[config.mk]
export PLATFORM = sky130hd
export DESIGN_NAME = bb3_cfg
export DESIGN_NICKNAME = d
export VERILOG_FILES = /design/src/rtl/bb3_pkg.sv /design/src/rtl/bb3_cfg.sv
export SDC_FILE = /design/constraint.sdc
export NUM_CORES = 1
export LEC_CHECK = 0
export BUFFER_PORTS_ARGS = -buffer_cell sky130_fd_sc_hd__buf_2
export CAP_MARGIN = 10
export CORE_MARGIN = 1.5
export CORE_UTILIZATION = 32
export DETAILED_ROUTE_END_ITERATION = 7
export PLACE_DENSITY = 0.62
export SLEW_MARGIN = 20
export SYNTH_ARGS = -nofsm -noshare
export SYNTH_HDL_FRONTEND = slang
export SYNTH_SLANG_ARGS = --single-unit
export TNS_END_PERCENT = 1
[constraint.sdc]
create_clock -name clk -period 1.4 [get_ports clk]
set_input_delay 0 -clock clk [delete_from_list [all_inputs] [get_ports clk]]
set_output_delay 0 -clock clk [all_outputs]
set_load 0.05 [all_outputs]
[src/rtl/bb3_pkg.sv]
`timescale 1ns / 1ps
// bb3_pkg: shared types and constants of the 3x3 box blur stream
// no dependencies; used by bb3_cfg, bb3_ctl, bb3_window, bb3_div, the top and the bench

package bb3_pkg;

	localparam int unsigned CH_W     = 8;
	localparam int unsigned SUM_W    = 12;
	localparam int unsigned MUL_W    = 14;
	localparam int unsigned DIV_SHIFT = 15;
	localparam int unsigned CFG_W    = 12;
	localparam int unsigned APB_AW   = 3;
	localparam int unsigned APB_DW   = 32;

	localparam logic [CFG_W-1:0] RST_WIDTH  = 12'd640;
	localparam logic [CFG_W-1:0] RST_HEIGHT = 12'd480;

	// reciprocal multipliers, scaled by 2**DIV_SHIFT
	localparam logic [MUL_W-1:0] MUL_DIV4 = 14'd8192;
	localparam logic [MUL_W-1:0] MUL_DIV6 = 14'd5462;
	localparam logic [MUL_W-1:0] MUL_DIV9 = 14'd3641;

	typedef enum logic {
		REG_WIDTH  = 1'b0,
		REG_HEIGHT = 1'b1
	} reg_idx_t;

	typedef enum logic [1:0] {
		DIV4 = 2'd0,
		DIV6 = 2'd1,
		DIV9 = 2'd2
	} div_sel_t;

	typedef struct packed {
		logic [CH_W-1:0] red;
		logic [CH_W-1:0] green;
		logic [CH_W-1:0] blue;
	} rgb_t;

	// per word control handed from the counters to the window stage
	typedef struct packed {
		logic wr;
		logic emit;
		logic use_new;
		logic col0_en;
		logic row0_en;
		logic row2_en;
		logic frame_end;
	} ctl_t;

	function automatic logic [MUL_W-1:0] div_mul(input div_sel_t sel);
		logic [MUL_W-1:0] m;
		case (sel)
			DIV4: m = MUL_DIV4;
			DIV6: m = MUL_DIV6;
			DIV9: m = MUL_DIV9;
			default: m = MUL_DIV4;
		endcase
		return m;
	endfunction

	function automatic logic [2:0] div_half(input div_sel_t sel);
		logic [2:0] h;
		case (sel)
			DIV4: h = 3'd2;
			DIV6: h = 3'd3;
			DIV9: h = 3'd4;
			default: h = 3'd2;
		endcase
		return h;
	endfunction

endpackage

[src/rtl/bb3_cfg.sv]
`timescale 1ns / 1ps
// bb3_cfg: apb register file for frame width and height, with clamping
// depends on bb3_pkg

module bb3_cfg #(
	parameter int unsigned MAX_WIDTH  = 2048,
	parameter int unsigned MAX_HEIGHT = 2048
) (
	input  logic                                clk,
	input  logic                                arst_n,
	input  logic                                psel,
	input  logic                                penable,
	input  logic                                pwrite,
	input  logic [bb3_pkg::APB_AW-1:0]          paddr,
	input  logic [bb3_pkg::APB_DW-1:0]          pwdata,
	output logic [bb3_pkg::APB_DW-1:0]          prdata,
	output logic                                pready,
	output logic                                restart,
	output logic [$clog2(MAX_WIDTH+1)-1:0]      eff_w,
	output logic [$clog2(MAX_HEIGHT+2)-1:0]     eff_h
);

	localparam int unsigned WW = $clog2(MAX_WIDTH + 1);
	localparam int unsigned HW = $clog2(MAX_HEIGHT + 2);

	logic [bb3_pkg::CFG_W-1:0] width_q;
	logic [bb3_pkg::CFG_W-1:0] height_q;
	logic                      wr_en;
	bb3_pkg::reg_idx_t         idx;

	assign pready  = 1'b1;
	assign idx     = bb3_pkg::reg_idx_t'(paddr[2]);
	assign wr_en   = psel && penable && pwrite;
	assign restart = wr_en;

	always_ff @(posedge clk or negedge arst_n) begin
		if (!arst_n) begin
			width_q  <= bb3_pkg::RST_WIDTH;
			height_q <= bb3_pkg::RST_HEIGHT;
		end else if (wr_en) begin
			case (idx)
				bb3_pkg::REG_WIDTH:  width_q  <= pwdata[bb3_pkg::CFG_W-1:0];
				bb3_pkg::REG_HEIGHT: height_q <= pwdata[bb3_pkg::CFG_W-1:0];
				default: ;
			endcase
		end
	end

	always_comb begin
		case (idx)
			bb3_pkg::REG_WIDTH:  prdata = bb3_pkg::APB_DW'(width_q);
			bb3_pkg::REG_HEIGHT: prdata = bb3_pkg::APB_DW'(height_q);
			default:             prdata = '0;
		endcase
	end

	always_comb begin
		if (width_q < 12'd2) begin
			eff_w = WW'(2);
		end else if (32'(width_q) > 32'(MAX_WIDTH)) begin
			eff_w = WW'(MAX_WIDTH);
		end else begin
			eff_w = WW'(width_q);
		end
		if (height_q < 12'd2) begin
			eff_h = HW'(2);
		end else if (32'(height_q) > 32'(MAX_HEIGHT)) begin
			eff_h = HW'(MAX_HEIGHT);
		end else begin
			eff_h = HW'(height_q);
		end
	end

endmodule

**Word level (Yosys, flattened, before mapping)**

Index checks and enable logic that the tools add are counted.
Widths: inputs -> output; s select.

- Input bits: 40
- Memories: 0
- Flip-flop bits (word level): 24
- Logic and storage cells: 16
- Output and inout port bits: 58
- Memory bits (writable): 0
- Bits in read-only memories: 0
- Bits in latches: 0

- Reduce and logical (&&, ||, !) cells: 4
- Bitwise logic cells: 1
- Equality and inequality tests: 0
- Magnitude comparators: 4
- $add $sub $neg: 0
- Divide/modulo/power cells: 0
- Multiply operators: 0
- Muxes and demuxes: 5
- Shift-type cells: 0

Operators with widths:

| kind | count |
|---|---|
| $pmux 32 s2 | 1 |
| $mux 12 | 4 |
| $gt 12x12->1 const B | 2 |
| $lt 12x2->1 const B | 2 |
| $reduce_and 2->1 | 2 |
| $logic_and 1x1->1 | 2 |
| $not 1->1 | 1 |

**Longest topological paths before layout**

- Word-level depth: 3
- Gate-level depth with buffers: 3
- Mapped depth without buffers: 2

**Worst setup path before layout**

OpenSTA, ideal clock, no wires.

- Path kind: reg2out
- From: register width_q[3] (netlist bit)
- To: output eff_w[1]
- Data arrival time: 1912 ps
- Path buffers: 0
- Cell stages (with the launch flop): 3
- Path slack: -512 ps
- Path through: dfrtp_1 > or4_4 > o41ai_2

- Word-level cells in the longest chain between the ends: 3
- Elaborated cells between the ends (all ways): 4
- Classes of those cells: 2 x order compare; 2 x mux

RTL lines:

| element | line | source |
|---|---|---|
| start, declared | bb3_cfg.sv:26 | `logic [bb3_pkg::CFG_W-1:0] width_q;` |
| start signal, assigned | bb3_cfg.sv:38 | `width_q <= bb3_pkg::RST_WIDTH;` |
| start signal, assigned | bb3_cfg.sv:42 | `bb3_pkg::REG_WIDTH: width_q <= pwdata[bb3_pkg::CFG_W-1:0];` |
| $gt 12x12->1 | bb3_cfg.sv:60 | `end else if (32'(width_q) > 32'(MAX_WIDTH)) begin` |
| $mux 12 | bb3_cfg.sv:60 |  |
| $mux 12 * | bb3_cfg.sv:58 | `if (width_q < 12'd2) begin` |
| end, declared | bb3_cfg.sv:19 | `output logic [$clog2(MAX_WIDTH+1)-1:0] eff_w,` |

Every way passes the cells marked *; elsewhere a longest branch is shown, timed or not.

**Worst setup path in the final report**

- From: register height_q[3] (netlist bit)
- To: output eff_h[0]

- Word-level cells in the longest chain between the ends: 3
- Elaborated cells between the ends (all ways): 4
- Classes of those cells: 2 x order compare; 2 x mux

RTL lines:

| element | line | source |
|---|---|---|
| start, declared | bb3_cfg.sv:27 | `logic [bb3_pkg::CFG_W-1:0] height_q;` |
| start signal, assigned | bb3_cfg.sv:39 | `height_q <= bb3_pkg::RST_HEIGHT;` |
| start signal, assigned | bb3_cfg.sv:43 | `bb3_pkg::REG_HEIGHT: height_q <= pwdata[bb3_pkg::CFG_W-1:0];` |
| $gt 12x12->1 | bb3_cfg.sv:67 | `end else if (32'(height_q) > 32'(MAX_HEIGHT)) begin` |
| $mux 12 | bb3_cfg.sv:67 |  |
| $mux 12 * | bb3_cfg.sv:65 | `if (height_q < 12'd2) begin` |
| end, declared | bb3_cfg.sv:20 | `output logic [$clog2(MAX_HEIGHT+2)-1:0] eff_h` |

Marked as above.

==> summary.txt <==
status - complete, but fails checks
failing checks - negative setup slack
power after layout - 3.70 mW
fin crit share - 124%
Synth Area in Adders - 0%
max frequency - 577 MHz
worst-margin pin slew - 0.536 ns
final setup violation count - 4
largest net degree at the start of global routing - 25
WS Path Type - reg -> out
internal cell power - 1.96 mW
post-synth top area cell - dfrtp_1
CTS tree - done
antenna cells - 0
RSZ-0062 raised after global routing - yes
Clock Path Buffers - 2
total global routing overflow - 0
met2 routed WL - 1610 um
met1 WL - 1580 um
DR WL met3 - 239 um
I/O Buffers - 54
max-capacitance violation count - 0
VDD IR max - 1.00 mV
top sig layer - met4
Vias per Instance - 4.39
DRC Markers - 0
fin area - 2120 um2
Leakage Power - 1.07 nW
Synth Instances - 126
clock power share - 16.4%
setup TNS - -1.33 ns
# nets final - 252
Rows - 24
syn avg cell area - 11.6 um2
commonest non-fill, non-tap cell in the layout - buf_2
Synth Cell Area - 1460 um2
Worst-path clk slew - 0.09 ns
XOR/XNOR Fraction of Synth Area - 0%
Placer Congestion - 0.732
die area - 4990 um2
max_slew headroom - 64.3%
pwr dens - 1740 nW/um2
Inserted Clock Buffers - 3
Detailed Route WL - 3470 um
clk_lat worst skew - 0.27 ns
starting density of the core - 33.4%
Hold WC Path Type - in -> async
worst clock skew - 0 ns
yosys warns - 0
top cells by area, synth - dfrtp_1 31%, mux2_2 27%, dfstp_2 11%, buf_4 11%, nor2b_1 7.7%
Synth Area in Simple Gates - 13.7%
core area - 4380 um2
Layout fillers - 406
sequential share of the synthesized area - 41.6%
final worst path period need - 1.73 ns
CTS sink cnt - 24
final max-slew violation count - 0
Multi-input gate area - 761 um2
post-synthesis mux area share - 26.9%
CP Launch Type - flip-flop
io pins - 98
WL/cell - 13.2 um
vias in the first global route - 1130
H-tree levels - 1
maximum fanout along the worst path - 2
die height - 70.6 um
First-pass DRT Iterations - 3
Yosys top cell area share - 30.8%
Post-DP HPWL - 2670 um
post-place instance area - 1870 um2
share of cells above drive strength 1 - 62.6%
Worst Path Required - 1.40 ns
final-report hold violation count - 0
Seq. cell area - 611 um2
Logic pwr share - 56.5%
global-route wire length before repair - 5450 um
FF+latch count, synth - 24
most frequent cells in the layout - 48 x buf_2, 35 x mux2_2, 23 x buf_4, 21 x conb_1, 18 x nor2b_1
Psw - 1.73 mW
area grow syn2layout - 44.8%
clock root buffer - clkbuf_8
post-route antenna net violation count - 0
Final WS setup - -0.334 ns
die width - 70.6 um
arrival time worst endpoint - 1.73 ns
worst hold slack - 0.240 ns
type of destination of the critical path - output port
main combinational cell family by area after synthesis - multiplexers
initial antenna violation count - 0
DR iter-0 viols - 29
Synth Area in Compound Gates - 3.93%
sw frac - 46.9%
Sequential Power Share - 27.1%
Unique masters post-synth - 20
routed vias - 1155
All-Layer GR Usage - 14.0%
cell type report:
| class | instances | area share [%] |
|---|---|---|
| Timing Repair Buffer | 90 | 28.5 |
| Clock inverter | 1 | 1.42 |
| Multi-Input combinational cell | 91 | 35.9 |
| Clock buffer | 3 | 1.95 |
| Inverter | 2 | 0.354 |
| Tap cell | 52 | 3.07 |
| Sequential cell | 24 | 28.8 |
routing by layer:
metal  global-route usage, %  up-vias
li1                        -      562
met1                    18.9      533
met2                    22.5       55
met3                    3.28        5
met4                    4.40        0
met5                       0        -
cell usage after synthesis, drive strengths merged:
cell type,number
nand4,1
and3,1
or2,2
o41ai,2
dfrtp,18
dfstp,6
nand4b,1
mux2,35
or4,4
o311a,2
conb,2
buf,24
nand2,1
nand2b,2
inv,2
o21ai,1
nor2b,18
clkbuf,4
worst max-delay path: stages, from the launching register on:
cell and delay, ns:
dfrtp_1 0.38, or4_4 0.56, o311a_1 0.36, buf_6 0.16
per-stage QoR:
step / utilization (%) / std cells / setup WS, ns
floorplan: - / 145 / -0.217
global placement: 42.6 / 244 / -0.104
detailed placement: 42.6 / 244 / -0.136
CTS: 48.0 / 262 / -0.358
global route: 48.3 / 263 / -0.378
finish: 48.3 / 263 / -0.334
cells by family (layout without fill, tap and decap cells):
logic type	after synthesis	in the layout
simple gates	30	30
buf+inv	30	96
flops	24	24
compound gates	5	5
other cells	2	21
mux	35	35
timing repair:
item,CTS,global route
gates resized for setup,10,3
setup buffers,1,1
setup endpoints to repair,5,10
pin swaps,3,2
hold endpoints to repair,42,0
hold buffers,13,0
flip-flops by register name, summed over array words and instances, names as in the netlist:
signal and flops:
width_q 12, height_q 12
power groups by stage:
stage	sequential, mW	clock, mW	combinational, mW
floorplan	0.988	0	1.53
global placement	1.01	0	1.99
detailed placement	1.02	0	2.00
CTS	1.01	0.618	2.08
global route	1.03	0.641	2.19
finish	1.00	0.608	2.09
final timing paths:
check,end,slack (ns),depth (start not counted),from
worst max-delay path,eff_h[0],-0.33,3,height_q[3]$_DFFE_PN0P_
worst min-delay path,width_q[8]$_DFFE_PN0P_,0.24,2,arst_n
worst max register to register,height_q[11]$_DFFE_PN0P_,0.36,2,height_q[11]$_DFFE_PN0P_
worst min register to register,height_q[0]$_DFFE_PN0P_,0.55,1,height_q[0]$_DFFE_PN0P_
max in group asynchronous,width_q[11]$_DFFE_PN0P_,0.76,2,arst_n
min in group clk,height_q[1]$_DFFE_PN0P_,0.33,4,penable
(Power assumes the default switching activity.)
