<file path="config.mk">
export PLATFORM = sky130hd
export DESIGN_NAME = bb3_ctl
export DESIGN_NICKNAME = d
export VERILOG_FILES = /design/src/rtl/bb3_pkg.sv /design/src/rtl/bb3_ctl.sv
export SDC_FILE = /design/constraint.sdc
export NUM_CORES = 1
export LEC_CHECK = 0
export BUFFER_PORTS_ARGS = -buffer_cell sky130_fd_sc_hd__buf_2
export CAP_MARGIN = 15
export CORE_UTILIZATION = 35
export DETAILED_ROUTE_END_ITERATION = 7
export PLACE_DENSITY = 0.52
export SYNTH_ARGS = -nofsm -noshare
export SYNTH_HDL_FRONTEND = slang
export SYNTH_SLANG_ARGS = --single-unit
</file>
<file path="constraint.sdc">
create_clock -name clk -period 4.2 [get_ports clk]
set_clock_uncertainty 0.1 [all_clocks]
set_input_delay 0.42 -clock clk [delete_from_list [all_inputs] [get_ports clk]]
set_output_delay 0.42 -clock clk [all_outputs]
set_load 0.1 [all_outputs]
</file>
<file path="src/rtl/bb3_pkg.sv">
`timescale 1ns / 1ps
// bb3_pkg: shared types and constants of the 3x3 box blur stream
// no dependencies; used by bb3_cfg, bb3_ctl, bb3_window, bb3_div, the top and the bench

package bb3_pkg;

	localparam int unsigned CH_W     = 8;
	localparam int unsigned SUM_W    = 12;
	localparam int unsigned MUL_W    = 14;
	localparam int unsigned DIV_SHIFT = 15;
	localparam int unsigned CFG_W    = 12;
	localparam int unsigned APB_AW   = 3;
	localparam int unsigned APB_DW   = 32;

	localparam logic [CFG_W-1:0] RST_WIDTH  = 12'd640;
	localparam logic [CFG_W-1:0] RST_HEIGHT = 12'd480;

	// reciprocal multipliers, scaled by 2**DIV_SHIFT
	localparam logic [MUL_W-1:0] MUL_DIV4 = 14'd8192;
	localparam logic [MUL_W-1:0] MUL_DIV6 = 14'd5462;
	localparam logic [MUL_W-1:0] MUL_DIV9 = 14'd3641;

	typedef enum logic {
		REG_WIDTH  = 1'b0,
		REG_HEIGHT = 1'b1
	} reg_idx_t;

	typedef enum logic [1:0] {
		DIV4 = 2'd0,
		DIV6 = 2'd1,
		DIV9 = 2'd2
	} div_sel_t;

	typedef struct packed {
		logic [CH_W-1:0] red;
		logic [CH_W-1:0] green;
		logic [CH_W-1:0] blue;
	} rgb_t;

	// per word control handed from the counters to the window stage
	typedef struct packed {
		logic wr;
		logic emit;
		logic use_new;
		logic col0_en;
		logic row0_en;
		logic row2_en;
		logic frame_end;
	} ctl_t;

	function automatic logic [MUL_W-1:0] div_mul(input div_sel_t sel);
		logic [MUL_W-1:0] m;
		case (sel)
			DIV4: m = MUL_DIV4;
			DIV6: m = MUL_DIV6;
			DIV9: m = MUL_DIV9;
			default: m = MUL_DIV4;
		endcase
		return m;
	endfunction

	function automatic logic [2:0] div_half(input div_sel_t sel);
		logic [2:0] h;
		case (sel)
			DIV4: h = 3'd2;
			DIV6: h = 3'd3;
			DIV9: h = 3'd4;
			default: h = 3'd2;
		endcase
		return h;
	endfunction

endpackage

</file>
<file path="src/rtl/bb3_ctl.sv">
`timescale 1ns / 1ps
// bb3_ctl: input and output position counters, per word decode, first stage register
// depends on bb3_pkg

module bb3_ctl #(
	parameter int unsigned MAX_WIDTH  = 2048,
	parameter int unsigned MAX_HEIGHT = 2048
) (
	input  logic                                clk,
	input  logic                                arst_n,
	input  logic                                restart,
	input  logic [$clog2(MAX_WIDTH+1)-1:0]      eff_w,
	input  logic [$clog2(MAX_HEIGHT+2)-1:0]     eff_h,
	input  logic                                fire,
	input  logic                                action,
	input  bb3_pkg::rgb_t                       px,
	input  logic                                adv1,
	output logic                                ren,
	output logic [$clog2(MAX_WIDTH)-1:0]        raddr,
	output logic                                v_s1,
	output bb3_pkg::ctl_t                       ctl_s1,
	output bb3_pkg::rgb_t                       px_s1,
	output logic [$clog2(MAX_WIDTH)-1:0]        addr_s1
);

	localparam int unsigned CW = $clog2(MAX_WIDTH);
	localparam int unsigned WW = $clog2(MAX_WIDTH + 1);
	localparam int unsigned RW = $clog2(MAX_HEIGHT + 2);
	localparam int unsigned OW = $clog2(MAX_HEIGHT);

	logic [CW-1:0] col_q;
	logic [RW-1:0] row_q;
	logic [CW-1:0] ocol_q;
	logic [OW-1:0] orow_q;

	logic          drop;
	logic          drain;
	logic          take;
	logic          col_wrap;
	logic          ocol_last;
	logic [RW-1:0] orow_inc;
	bb3_pkg::ctl_t ctl;

	always_comb begin
		drain     = action || (row_q >= eff_h);
		drop      = action && (row_q < eff_h);
		take      = fire && !drop;
		col_wrap  = (WW'(col_q) + WW'(1)) >= eff_w;
		ocol_last = (WW'(ocol_q) + WW'(1)) == eff_w;
		orow_inc  = RW'(orow_q) + RW'(1);

		ctl.wr        = !drain;
		ctl.emit      = (row_q >= RW'(2)) || ((row_q == RW'(1)) && (col_q != '0));
		ctl.use_new   = col_q != '0;
		ctl.col0_en   = (col_q != '0) && (col_q != CW'(1));
		ctl.row0_en   = orow_q != '0;
		ctl.row2_en   = orow_inc < eff_h;
		ctl.frame_end = (orow_inc == eff_h) && ocol_last;
	end

	assign ren   = take;
	assign raddr = col_q;

	always_ff @(posedge clk or negedge arst_n) begin
		if (!arst_n) begin
			col_q  <= '0;
			row_q  <= '0;
			ocol_q <= '0;
			orow_q <= '0;
		end else if (restart) begin
			col_q  <= '0;
			row_q  <= '0;
			ocol_q <= '0;
			orow_q <= '0;
		end else if (take) begin
			if (ctl.emit && ctl.frame_end) begin
				col_q  <= '0;
				row_q  <= '0;
				ocol_q <= '0;
				orow_q <= '0;
			end else begin
				if (ctl.emit) begin
					if (ocol_last) begin
						ocol_q <= '0;
						orow_q <= orow_q + OW'(1);
					end else begin
						ocol_q <= ocol_q + CW'(1);
					end
				end
				if (col_wrap) begin
					col_q <= '0;
					row_q <= row_q + RW'(1);
				end else begin
					col_q <= col_q + CW'(1);
				end
			end
		end
	end

	always_ff @(posedge clk or negedge arst_n) begin
		if (!arst_n) begin
			v_s1 <= 1'b0;
		end else if (take) begin
			v_s1 <= 1'b1;
		end else if (adv1) begin
			v_s1 <= 1'b0;
		end
	end

	always_ff @(posedge clk) begin
		if (take) begin
			ctl_s1  <= ctl;
			px_s1   <= drain ? '0 : px;
			addr_s1 <= col_q;
		end
	end

endmodule

</file>
==> Yosys cells after proc, flatten, opt, wreduce, memory -nomap -nowiden <==
Cells that the tools add are included.
W data, S select, Z words.
{ "totals": {"regBits": 88, "input_bits": 54, "output_inout_bits": 55, "wordCells": 72} }
{ "classes": {"add_sub_neg": 7, "n_lt_le_gt_ge": 5, "n_eq_ne": 4, "muxes": 20, "reduce_logical": 20} }
{ "ops": {"columns": ["cell", "count"], "rows": [
  ["$mux W11", 14],
  ["$mux W12", 4],
  ["$add A11 B1 Y12 const B", 3],
  ["$add A11 B1 Y11 const B", 3],
  ["$eq A12 B12 Y1", 2],
  ["$ge A12 B12 Y1", 2],
  ["$lt A12 B12 Y1", 2],
  ["$reduce_bool A11 Y1", 2],
  ["$add A12 B1 Y12 const B", 1],
  ["$eq A12 B1 Y1 const B", 1],
  ["$ge A12 B2 Y1 const B", 1],
  ["$ne A11 B1 Y1 const B", 1],
  ["$reduce_bool A3 Y1", 3],
  ["$logic_and A1 B1 Y1", 6],
  ["$reduce_and A2 Y1", 2],
  ["$reduce_bool A2 Y1", 2],
  ["$reduce_and A3 Y1", 1],
  ["$logic_not A1 Y1", 2],
  ["$logic_or A1 B1 Y1", 2],
  ["$mux W1", 2]
]} }

==> Depth between registers and ports, before layout <==
{ "depth": {"ltp_word": 7, "depth_mapped": 14} }

==> Worst setup path before layout <==
OpenSTA, ideal clock, no wires.
{ "synth_timing": {"path_kind": "register -> register", "start": "register col_q[0] (netlist: raddr[0])", "end": "register row_q[3]", "arrival_time_ns": 3.426, "required_ns": 4.017, "path_slack_ns": 0.591, "path_stages_with_launch": 13, "synth_period_minus_slack_ns": 3.609, "cell_sequence": "dfrtp_1 -> ha_1 -> nand3_1 -> nor2_1 -> xor2_1 -> ha_1 -> a21o_1 -> o21ai_0 -> o211ai_1 -> a21oi_1 -> clkbuf_1 -> o221ai_1 -> a31oi_1"} }
{ "synth_via": {"elab_chain_cells": 7} }
{ "synth_lines": {"columns": ["item", "line_no", "text"], "rows": [
  ["start: declaration", "bb3_ctl.sv:31", "logic [CW-1:0] col_q;"],
  ["start signal: assignment", "bb3_ctl.sv:94", "col_q <= col_q + CW'(1);"],
  ["branches (longest 7 deep; another with $add A11 B1 Y12)", null, null],
  ["end signal: assignment", "bb3_ctl.sv:92", "row_q <= row_q + RW'(1);"],
  ["end: declaration", "bb3_ctl.sv:32", "logic [RW-1:0] row_q;"]
]} }
Parallel ways; which one is timed is not known. The select of a mux whose other input is x is not followed.
A chain may end at the register's enable or synchronous reset.

==> Worst setup path after layout <==
{ "layout_timing": {"start": "register orow_q[0]", "end": "register row_q[10]"} }
{ "layout_via": {"elab_chain_cells": 7} }
{ "layout_lines": {"columns": ["item", "line_no", "text"], "rows": [
  ["start: declaration", "bb3_ctl.sv:34", "logic [OW-1:0] orow_q;"],
  ["start signal: assignment", "bb3_ctl.sv:85", "orow_q <= orow_q + OW'(1);"],
  ["$add A11 B1 Y12 *", "bb3_ctl.sv:50", "orow_inc = RW'(orow_q) + RW'(1);"],
  ["$eq A12 B12 Y1 *", "bb3_ctl.sv:58", "ctl.frame_end = (orow_inc == eff_h) && ocol_last;"],
  ["$logic_and A1 B1 Y1 *", "bb3_ctl.sv:58", null],
  ["$logic_and A1 B1 Y1 *", "bb3_ctl.sv:76", "if (ctl.emit && ctl.frame_end) begin"],
  ["$mux W12", "bb3_ctl.sv:76", null],
  ["$mux W12", "bb3_ctl.sv:75", "end else if (take) begin"],
  ["$mux W12", "bb3_ctl.sv:70", "end else if (restart) begin"]
]} }
Mark *: on every way between the ends. The rest lies on a longest branch, timed or not. The select of a mux whose other input is x is not followed.

==> run metrics <==
status finished, final reports clean; DR vias 4846; Buffers on Ports 108; Clock Pin Slew Worst Setup and Hold Paths 0.07 ns; largest net degree at the start of global routing 47; global-route wire length before repair 23900 um; TritonCTS buffer count 9; ANT cells 0; CTS tree yes; die height 130 um; final setup TNS 0 ns; Area after DPL 0.00649 sq mm; area grow syn2layout 18.7%; vias in the first global route 4606; Finished Cell Area 0.00680 sq mm; number of cells upsized or downsized after cts 1; Crit Path Class flip-flop to flip-flop; HP Class input port to async pin; Worst Setup SP orow_q[0]; Final Setup Violations 0; Initial Utilization 0.359; total die area 0.0169 sq mm; Vias/cell 5.31; Avg Cell Area, Syn 9.72 sq um; R2R Path Start orow_q[0]; hpwl dp 11200 um; nature of the critical path endpoint flip-flop; Post-CTS Setup Bufs 0; Worst Path Arrival 3.98 ns; leak pwr 3.04 nW; DRT Wirelength 15200 um; IO Count 109; CORE AREA 0.0159 sq mm; worst-path fanout max 12; Yosys warnings 0; Placer Congestion 0.837; Slew @ Worst Pin 0.779 ns; Synth Register Bits 88; Initial DRC Count 297; root buffer cell clkbuf_16; Buffers & Inverters on Critical Path 0; final worst-path cycle share 0.913; hold-fix buffers at CTS 0; # fillers 1604; nets@finish 791; Worst EP required 4.35 ns; Logic pwr share 0.159; Syn Nets 688; H-tree depth 3; drt drc 0; Seq/Total Area, Yosys 0.421; largest area contributor in the netlist edfxtp_1; unrepaired setup endpoints after global routing false; drt wl/cell 16.6 um; share of cells above drive strength 1 0.221; Critical Path Start Type flip-flop; row count 46; total iterations of the first detailed-routing run 5; CP cell instances ha_1 > and3_1 > and3_1 > nand2_1 > nor2_1 > xnor2_1 > ha_1 > nand4_1 > nor4_1 > a41oi_2 > nand2_1 > o31ai_1; pwr dens 307 mW/mm^2; critical-path cell with the highest stage delay a41oi_2; GRT Residual Overflow 0; Post-Syn Area 0.00573 sq mm; total of max-cap violations 0; top cells by area, synth edfxtp_1, dfrtp_1, ha_1; Top FF cell, synth dfrtp_1; Max Slew Vio Count 0; clk buf depth 2; Slew Limit Headroom 0.480; distinct cell type count after synthesis 71; GRT Total Usage 0.183; VDD IR-drop max 0.180 mV; internal power 1.47 mW; Post-synth ARST share 0.523; initial antenna violation count 0; EDFF count, synth 42; Die X 130 um; Max Fclk 0.261 GHz; Clock Power Share 0.393; Critical Path Max Stage Delay 0.63 ns; Sw Share 0.296; final hold vios 0; Reg power frac 0.449; Clock Latency Late Sink 0.35 ns; CTS sink count 88; Crit path max-delay family simple AND/OR/NAND/NOR gates; post-route ant nets 0; Syn Inst Count 589; Psw 0.619 mW; Synth top area share 0.220; Tmin final 3.84 ns
state kept, by name, summed over array words and instances, names as in the netlist:
| register | flops |
|---|---|
| ctl_s1 | 7 |
| addr_s1 | 11 |
| raddr | 11 |
| orow_q | 11 |
| px_s1 | 24 |
| v_s1 | 1 |
| row_q | 12 |
| ocol_q | 11 |
power groups by stage:
stage	sequential [mW]	clock, mW	combinational (mW)
2_1_floorplan	1.09	0	0.107
3_3_place_gp	0.955	0	0.328
3_5_place_dp	0.955	0	0.332
4_1_cts	0.938	0.843	0.334
5_1_grt	0.940	0.866	0.358
6_report	0.937	0.821	0.331
worst register-to-register path: cells and delay by family, from the launching register on:
| family | cells | cell delay [ns] |
|---|---|---|
| flops | 1 | 0.47 |
| fa+ha+maj | 2 | 0.58 |
| simple gates | 7 | 1.45 |
| xor+xnor | 1 | 0.19 |
| compound gates | 2 | 0.98 |
per-stage QoR:
stage | hold slack, ns | setup slack [ns] | util | instances | total power [mW]
after floorplan | 0.0244 | 0.591 | - | 589 | 1.19
after global placement | 0.409 | 0.252 | 0.407 | 897 | 1.28
after detailed placement | 0.411 | 0.00329 | 0.407 | 897 | 1.29
after CTS | 0.105 | 0.425 | 0.426 | 913 | 2.12
after global routing | 0.141 | 0.0635 | 0.426 | 913 | 2.16
final | 0.0873 | 0.364 | 0.426 | 913 | 2.09
logic make-up (layout without fill, tap and decap cells):
| kind of cell | after synthesis | count (layout) | share of synthesized area |
|---|---|---|---|
| compound gates | 132 | 132 | 0.164 |
| xor+xnor | 31 | 31 | 0.0474 |
| fa+ha+maj | 45 | 45 | 0.0983 |
| buf+inv | 66 | 174 | 0.0463 |
| flops | 88 | 88 | 0.421 |
| mux | 1 | 1 | 0.00197 |
| simple gates | 226 | 226 | 0.220 |
final cells by class:
type | instances | area, sq um | area share
sequential | 88 | 2410 | 0.355
inverter | 42 | 158 | 0.0232
timing repair buffer | 116 | 601 | 0.0883
clock inverter | 6 | 68.8 | 0.0101
multi-input combinational | 435 | 3060 | 0.450
tap | 216 | 270 | 0.0397
clock buffer | 10 | 229 | 0.0337
cells in the final DEF, fill, tap and decap left out, drive strengths merged, types with 26 or more instances in the layout:
cell / n
dfrtp: 46
buf: 116
edfxtp: 42
and2: 33
ha: 45
o21ai: 35
nor2: 26
nand2: 46
nand3: 40
inv: 43
per-layer routing:
metal / vias to the layer above / global-route usage / routed length (um)
li1: 2386 / - / -
met1: 2278 / 0.240 / 7080
met2: 157 / 0.302 / 6990
met3: 25 / 0.0324 / 803
met4: 0 / 0.0705 / 291
met5: - / 0 / 0
synth_stat cells (all sizes together), types with 17 or more instances:
master and instances:
a21oi 23, ha 45, xnor2 17, nand2 46, nor2 26, o21ai 35
nand3 40, and2 33, inv 42, dfrtp 46, clkbuf 19, edfxtp 42
worst paths after layout:
check / end / slack (ns) / cells after the start
worst min-delay path: ocol_q[7] / 0.09 / 2
min in group clk: v_s1 / 0.17 / 2
worst max-delay path: row_q[10] / 0.36 / 12
worst min register to register: v_s1 / 0.42 / 2
max in group asynchronous: row_q[9] / 3.47 / 2
worst max register to register: row_q[10] / 0.36 / 12
(Power assumes the default switching activity.)
