<file path="src/rtl/bb3_pkg.sv">
`timescale 1ns / 1ps
// bb3_pkg: shared types and constants of the 3x3 box blur stream
// no dependencies; used by bb3_cfg, bb3_ctl, bb3_window, bb3_div, the top and the bench

package bb3_pkg;

	localparam int unsigned CH_W     = 8;
	localparam int unsigned SUM_W    = 12;
	localparam int unsigned MUL_W    = 14;
	localparam int unsigned DIV_SHIFT = 15;
	localparam int unsigned CFG_W    = 12;
	localparam int unsigned APB_AW   = 3;
	localparam int unsigned APB_DW   = 32;

	localparam logic [CFG_W-1:0] RST_WIDTH  = 12'd640;
	localparam logic [CFG_W-1:0] RST_HEIGHT = 12'd480;

	// reciprocal multipliers, scaled by 2**DIV_SHIFT
	localparam logic [MUL_W-1:0] MUL_DIV4 = 14'd8192;
	localparam logic [MUL_W-1:0] MUL_DIV6 = 14'd5462;
	localparam logic [MUL_W-1:0] MUL_DIV9 = 14'd3641;

	typedef enum logic {
		REG_WIDTH  = 1'b0,
		REG_HEIGHT = 1'b1
	} reg_idx_t;

	typedef enum logic [1:0] {
		DIV4 = 2'd0,
		DIV6 = 2'd1,
		DIV9 = 2'd2
	} div_sel_t;

	typedef struct packed {
		logic [CH_W-1:0] red;
		logic [CH_W-1:0] green;
		logic [CH_W-1:0] blue;
	} rgb_t;

	// per word control handed from the counters to the window stage
	typedef struct packed {
		logic wr;
		logic emit;
		logic use_new;
		logic col0_en;
		logic row0_en;
		logic row2_en;
		logic frame_end;
	} ctl_t;

	function automatic logic [MUL_W-1:0] div_mul(input div_sel_t sel);
		logic [MUL_W-1:0] m;
		case (sel)
			DIV4: m = MUL_DIV4;
			DIV6: m = MUL_DIV6;
			DIV9: m = MUL_DIV9;
			default: m = MUL_DIV4;
		endcase
		return m;
	endfunction

	function automatic logic [2:0] div_half(input div_sel_t sel);
		logic [2:0] h;
		case (sel)
			DIV4: h = 3'd2;
			DIV6: h = 3'd3;
			DIV9: h = 3'd4;
			default: h = 3'd2;
		endcase
		return h;
	endfunction

endpackage

</file>
<file path="src/rtl/bb3_window.sv">
`timescale 1ns / 1ps
// bb3_window: 3x3 window shift registers and masked per channel sums
// depends on bb3_pkg

module bb3_window (
	input  logic                         clk,
	input  logic                         arst_n,
	input  logic                         adv1,
	input  bb3_pkg::ctl_t                ctl_s1,
	input  bb3_pkg::rgb_t                px_s1,
	input  bb3_pkg::rgb_t                top_rd,
	input  bb3_pkg::rgb_t                mid_rd,
	input  logic                         adv2,
	output logic                         v_s2,
	output logic [bb3_pkg::SUM_W-1:0]    sum_red_s2,
	output logic [bb3_pkg::SUM_W-1:0]    sum_green_s2,
	output logic [bb3_pkg::SUM_W-1:0]    sum_blue_s2,
	output bb3_pkg::div_sel_t            sel_s2,
	output logic                         frame_end_s2
);

	bb3_pkg::rgb_t win_q [3][3];
	bb3_pkg::rgb_t pick [3][3];
	bb3_pkg::rgb_t newcol [3];
	logic [2:0]    row_en;
	logic [2:0]    col_en;
	logic [bb3_pkg::SUM_W-1:0] sum_r;
	logic [bb3_pkg::SUM_W-1:0] sum_g;
	logic [bb3_pkg::SUM_W-1:0] sum_b;
	logic          load_s2;
	bb3_pkg::div_sel_t sel;

	assign newcol[0] = top_rd;
	assign newcol[1] = mid_rd;
	assign newcol[2] = px_s1;
	assign row_en    = {ctl_s1.row2_en, 1'b1, ctl_s1.row0_en};
	assign col_en    = {1'b1, 1'b1, ctl_s1.col0_en};
	assign load_s2   = adv1 && ctl_s1.emit;

	always_comb begin
		for (int r = 0; r < 3; r++) begin
			if (ctl_s1.use_new) begin
				pick[r][0] = win_q[r][1];
				pick[r][1] = win_q[r][2];
				pick[r][2] = newcol[r];
			end else begin
				pick[r][0] = win_q[r][0];
				pick[r][1] = win_q[r][1];
				pick[r][2] = win_q[r][2];
			end
		end
	end

	always_comb begin
		sum_r = '0;
		sum_g = '0;
		sum_b = '0;
		for (int r = 0; r < 3; r++) begin
			for (int c = 0; c < 3; c++) begin
				if (row_en[r] && col_en[c]) begin
					sum_r = sum_r + bb3_pkg::SUM_W'(pick[r][c].red);
					sum_g = sum_g + bb3_pkg::SUM_W'(pick[r][c].green);
					sum_b = sum_b + bb3_pkg::SUM_W'(pick[r][c].blue);
				end
			end
		end
	end

	always_comb begin
		if (ctl_s1.col0_en && ctl_s1.row0_en && ctl_s1.row2_en) begin
			sel = bb3_pkg::DIV9;
		end else if (!ctl_s1.col0_en && !(ctl_s1.row0_en && ctl_s1.row2_en)) begin
			sel = bb3_pkg::DIV4;
		end else begin
			sel = bb3_pkg::DIV6;
		end
	end

	always_ff @(posedge clk or negedge arst_n) begin
		if (!arst_n) begin
			for (int r = 0; r < 3; r++) begin
				for (int c = 0; c < 3; c++) begin
					win_q[r][c] <= '0;
				end
			end
		end else if (adv1) begin
			for (int r = 0; r < 3; r++) begin
				win_q[r][0] <= win_q[r][1];
				win_q[r][1] <= win_q[r][2];
				win_q[r][2] <= newcol[r];
			end
		end
	end

	always_ff @(posedge clk or negedge arst_n) begin
		if (!arst_n) begin
			v_s2 <= 1'b0;
		end else if (load_s2) begin
			v_s2 <= 1'b1;
		end else if (adv2) begin
			v_s2 <= 1'b0;
		end
	end

	always_ff @(posedge clk) begin
		if (load_s2) begin
			sum_red_s2   <= sum_r;
			sum_green_s2 <= sum_g;
			sum_blue_s2  <= sum_b;
			sel_s2       <= sel;
			frame_end_s2 <= ctl_s1.frame_end;
		end
	end

endmodule

</file>
<file path="config.mk">
export PLATFORM = sky130hd
export DESIGN_NAME = bb3_window
export DESIGN_NICKNAME = d
export VERILOG_FILES = /design/src/rtl/bb3_pkg.sv /design/src/rtl/bb3_window.sv
export SDC_FILE = /design/constraint.sdc
export NUM_CORES = 1
export LEC_CHECK = 0
export ABC_CLOCK_PERIOD_IN_PS = 10100
export BUFFER_PORTS_ARGS = -buffer_cell sky130_fd_sc_hd__buf_2
export CAP_MARGIN = 20
export CORE_MARGIN = 2
export CORE_UTILIZATION = 63
export CTS_CLUSTER_DIAMETER = 200
export DETAILED_ROUTE_END_ITERATION = 10
export PLACE_DENSITY = 0.92
export SYNTH_ARGS = -nofsm -noshare
export SYNTH_HDL_FRONTEND = slang
export SYNTH_SLANG_ARGS = --single-unit
</file>
<file path="constraint.sdc">
create_clock -name clk -period 10.1 [get_ports clk]
set_clock_uncertainty 0.1 [all_clocks]
set_input_delay 0.505 -clock clk [delete_from_list [all_inputs] [get_ports clk]]
set_output_delay 0.505 -clock clk [all_outputs]
set_load 0.01 [all_outputs]
</file>
* After elaboration in Yosys (flattened, before gate mapping) *
Index checks and enable logic that the tools add are counted.
Widths: inputs -> output; s select.

word-level totals
  input port bits = 83
  register bits = 256
  output and inout bits = 40

operators by class
  $add $sub $neg = 24
  reductions and logical operators = 9
  multiplexer cells = 27

operators by type and width
  kind               count
  $add 12x8->12      24
  $mux 12            18
  $mux 72            3
  $mux 8             3
  $logic_and 1x1->1  6
  $mux 1             3
  $logic_not 1->1    2
  $reduce_bool 2->1  1

* Depth between registers and ports, before layout *
  word-level depth = 16
  depth in mapped cells = 47

* Worst setup path before layout *
OpenSTA, ideal clock, no wires.

  path type = input to register
  from = input ctl_s1[4] (netlist bit)
  to = register sum_red_s2[11] (netlist bit) (data pin)
  cell stages on the path = 39
  path slack = 0.818 ns
  arrival = 8.923 ns
  path buffers = 3
  library setup time = 0.260 ns
  cell sequence = clkbuf_1 -> clkbuf_1 -> buf_1 -> mux2i_1 -> nor2_1 -> ha_1 -> fa_1 -> and2_1 -> inv_1 -> fa_1 -> nor2_1 -> inv_1 -> fa_1 -> mux2_2 -> fa_1 -> inv_1 -> ha_1 -> fa_1 -> [3 not listed] -> o21a_1 -> o31a_1 -> a211oi_1 -> a21o_1 -> ha_1 -> a21boi_0 -> o21ai_1 -> nand2_1 -> xor2_1 -> mux2_2 -> ha_1 -> a21oi_1 -> nor2b_1 -> o21ai_0 -> inv_1 -> a211oi_2 -> o21ai_1 -> xor2_1

on the way
  word-level cells in the longest chain between the ends = 16

RTL lines
  what                         line               source
  start, declared              bb3_window.sv:9    input bb3_pkg::ctl_t ctl_s1,
  $mux 72                      bb3_window.sv:42   if (ctl_s1.use_new) begin
  $mux 8                       bb3_window.sv:60   if (row_en[r] && col_en[c]) begin
  $add 12x8->12                bb3_window.sv:61   sum_r = sum_r + bb3_pkg::SUM_W'(pick[r][c].red);
  $mux 12                      bb3_window.sv:60
  $add 12x8->12                bb3_window.sv:61
  $mux 12                      bb3_window.sv:60
  $add 12x8->12                bb3_window.sv:61
  $mux 12                      bb3_window.sv:60
  $add 12x8->12 (3 in series)  bb3_window.sv:61
  $mux 12                      bb3_window.sv:60
  $add 12x8->12                bb3_window.sv:61
  $mux 12                      bb3_window.sv:60
  $add 12x8->12                bb3_window.sv:61
  $mux 12 (*)                  bb3_window.sv:60
  via sum_r, one bit           bb3_window.sv:27   logic [bb3_pkg::SUM_W-1:0] sum_r;
  end signal, assigned         bb3_window.sv:107  sum_red_s2 <= sum_r;
  end, declared                bb3_window.sv:15   output logic [bb3_pkg::SUM_W-1:0] sum_red_s2,

Mark *: on every way through the listed nets, which the timed path passes. The rest lies on a longest branch.
A chain may end at the register's enable or synchronous reset.

* Worst setup path in the final report *
  from = register win_q[152] (netlist bit)
  to = register sum_green_s2[11] (netlist bit) (data pin)

on the way
  word-level cells in the longest chain between the ends = 15

RTL lines
  what                             line               source
  start, declared                  bb3_window.sv:22   bb3_pkg::rgb_t win_q [3][3];
  start signal, assigned by index  bb3_window.sv:88   win_q[r][0] <= win_q[r][1];
  start signal, assigned by index  bb3_window.sv:89   win_q[r][1] <= win_q[r][2];
  start signal, assigned by index  bb3_window.sv:90   win_q[r][2] <= newcol[r];
  $mux 72 (*)                      bb3_window.sv:42
  $add 12x8->12                    bb3_window.sv:62   sum_g = sum_g + bb3_pkg::SUM_W'(pick[r][c].green);
  $mux 12                          bb3_window.sv:60
  $add 12x8->12                    bb3_window.sv:62
  $mux 12 (*)                      bb3_window.sv:60
  $add 12x8->12                    bb3_window.sv:62
  $mux 12 (*)                      bb3_window.sv:60
  $add 12x8->12 (*) (2 in series)  bb3_window.sv:62
  $add 12x8->12                    bb3_window.sv:62
  $mux 12 (*)                      bb3_window.sv:60
  $add 12x8->12                    bb3_window.sv:62
  $mux 12 (*)                      bb3_window.sv:60
  $add 12x8->12                    bb3_window.sv:62
  $mux 12 (*)                      bb3_window.sv:60
  via sum_g, one bit               bb3_window.sv:28   logic [bb3_pkg::SUM_W-1:0] sum_g;
  end signal, assigned             bb3_window.sv:108  sum_green_s2 <= sum_g;
  end, declared                    bb3_window.sv:16   output logic [bb3_pkg::SUM_W-1:0] sum_green_s2,

Marked as above.

==> results.json <==
{
  "clkSinkCount": 256,
  "ys_types": 81,
  "hold_start": "ctl_s1[0]",
  "timing.slew.headroom_pct": 25.4,
  "synthArstFlopShare_pct": 84.8,
  "clk_path_buf_depth": 3,
  "final_cell_mix": "mux2_2 (393), dfrtp_1 (217), ha_1 (171), nor2_1 (138), buf_2 (118)",
  "routedWlPerCell_um": 18.8,
  "final_antenna_net_count": 0,
  "crit_required_ns": 10.28,
  "start_util_pct": 63.7,
  "end_kind": "flop",
  "die_h_um": 188,
  "synth_edf_count": 39,
  "grt-ovfl-total": 0,
  "core_area_sq_um": 33400,
  "startpoint_type": "flop",
  "dp_hpwl_mm": 35.2,
  "crit_start": "win_q[152]$_DFFE_PN0P_",
  "final_nets": 2430,
  "r2r-start": "win_q[152]$_DFFE_PN0P_",
  "layout-area-overhead-vs-synth_pct": 9.64,
  "worstSkewPairLatency_ns": 0.55,
  "via_count": 15859,
  "post_cts_buffers": 0,
  "fin_crit_ns": 9.17,
  "cts_buffers": 29,
  "tritoncts": "yes",
  "hold_violations": 0,
  "initialDrtViolationCount": 1206,
  "grt_use_total_pct": 27.5,
  "die_w_um": 188,
  "drt_first_pass_iters": 7,
  "syn-cell-area_sq_um": 21200,
  "drv_slew": 0,
  "grt_pass1_wl_mm": 80.1,
  "yosysSeqAreaShare_pct": 31.1,
  "gp_congestion": 0.901,
  "synth_area_per_cell_sq_um": 10.4,
  "yosys_most_used_dff": "dfrtp_1",
  "crit_fanout": 6,
  "cts_hold_buffers": 1,
  "layout_commonest_cell": "mux2_2",
  "tightest_slew_ns": 1.12,
  "fillerInstances": 2301,
  "grt_pass1_vias": 16447,
  "dieArea_sq_um": 35200,
  "drc": 0,
  "slowest_stage": "fa_1",
  "root_buffer": "clkbuf_16",
  "clk_pin_slew_ns": 0.06,
  "syn-num-nets": 2338,
  "finalSetupTns_ns": 0,
  "antenna_found_initial": 2,
  "rsz0062_at_grt": "false",
  "htreeDepth": 1,
  "worst-endpoint-arrival_ns": 9.35,
  "synth_seq_cells": 256,
  "crit_top_cell": "ha_1",
  "max_cap_viol_count": 0,
  "setup_viol": 0,
  "ys_warn_count": 0,
  "grt_max_degree": 104,
  "critPathKind": "flop to flop",
  "netlist_instances": 2039,
  "routed_wl_mm": 48.8,
  "rows": 67,
  "max_clock_freq_ghz": 0.109,
  "fin_crit_sh_pct": 90.8,
  "drive_gt1_share_pct": 28.7,
  "status": "finished, final reports clean",
  "post_cts_resized": 0,
  "seq_area_sq_um": 6600,
  "hp-class": "input port to flop",
  "io-pin-count": 123,
  "multi_input_area_sq_um": 14000,
  "numPortBuffers": 121,
  "via_per_inst": 6.10,
  "cp_slowest_stage_delay_ns": 0.49
}
-- final cells by class --
type | instances | area share (%)
antenna | 1 | 0.0107
clock buffer | 42 | 3.76
clock inverter | 10 | 0.537
inverter | 104 | 1.68
multi-input combinational | 1602 | 59.9
sequential | 256 | 28.4
tap | 448 | 2.41
timing repair buffer | 138 | 3.34
-- metal layers --
metal	track usage, %	part of all wire (%)	up-vias	routed length [um]
met5	0	0.023	-	11
met4	9.75	3.1	2	1530
met3	4.40	5.2	116	2520
met2	48.3	49	475	24000
met1	34.3	43	7774	20800
li1	-	-	7492	-
-- state kept, by name, indices dropped and copies added (netlist names) --
register,count
frame_end_s2,1
sel_s2,2
sum_blue_s2,12
sum_green_s2,12
sum_red_s2,12
v_s2,1
win_q,216
-- logic make-up after synthesis --
logic type      synth area share, %
flops                          31.1
xor+xnor                       5.76
fa+ha+maj                      14.4
compound gates                 12.5
buf+inv                        3.23
mux                            24.3
simple gates                   8.67
-- metrics by stage --
step                area (sq um)  setup slack [ns]  instances  hold WS [ns]  utilization (%)
floorplan                  21200             0.818       2039         0.109                -
global placement           22300             0.879       2547         0.358             66.7
detailed placement         22300             0.553       2547         0.371             66.7
CTS                        23300              1.02       2600        0.0219             69.8
global route               23300             0.335       2601        0.0224             69.8
finish                     23300             0.934       2601        0.0398             69.8
-- cells in the mapped netlist (all sizes together), types with 5 or more instances --
cell	number	area, sq um
a211oi	21	163
a21boi	8	60.1
a211o	5	43.8
or3	7	43.8
o21ai	114	582
clkbuf	55	206
mux2	395	4450
nor2b	25	156
o21bai	17	128
nor3	31	155
buf	22	88.8
a21o	67	503
nand2	89	334
edfxtp	39	1170
fa	45	901
o31ai	11	106
mux2i	72	721
o31a	5	43.8
nand2b	27	169
a21oi	91	470
nor2	139	524
dfrtp	217	5430
xnor2	86	768
xor2	45	432
o21a	25	188
nand3	9	45.0
and2	26	163
ha	171	2140
inv	104	390
-- worst paths after layout --
kind	end	slack, ns	cells after the start
max reg2reg	sum_green_s2[11]$_DFFE_PP_	0.93	35
min in group asynchronous	win_q[2]$_DFFE_PN0P_	0.41	2
min	frame_end_s2$_DFFE_PP_	0.04	1
min reg2reg	v_s2$_DFFE_PN0P_	0.38	1
max	sum_green_s2[11]$_DFFE_PP_	0.93	35
max in group asynchronous	win_q[114]$_DFFE_PN0P_	8.07	3
-- critical path, delay by kind of cell (launching register included) --
kind / cells / cell delay [ns]
XOR/XNOR: 4 / 0.98
AND/OR/NAND/NOR: 11 / 1.61
adder cells (fa/ha/maj): 9 / 3.26
multiplexers: 3 / 0.69
flip-flops: 1 / 0.40
AO/OA/AOI/OAI: 8 / 1.85
Power is left out: the tool's default activity adds up to more than one toggle a clock period on the data nets, which glitch-free logic cannot reach.
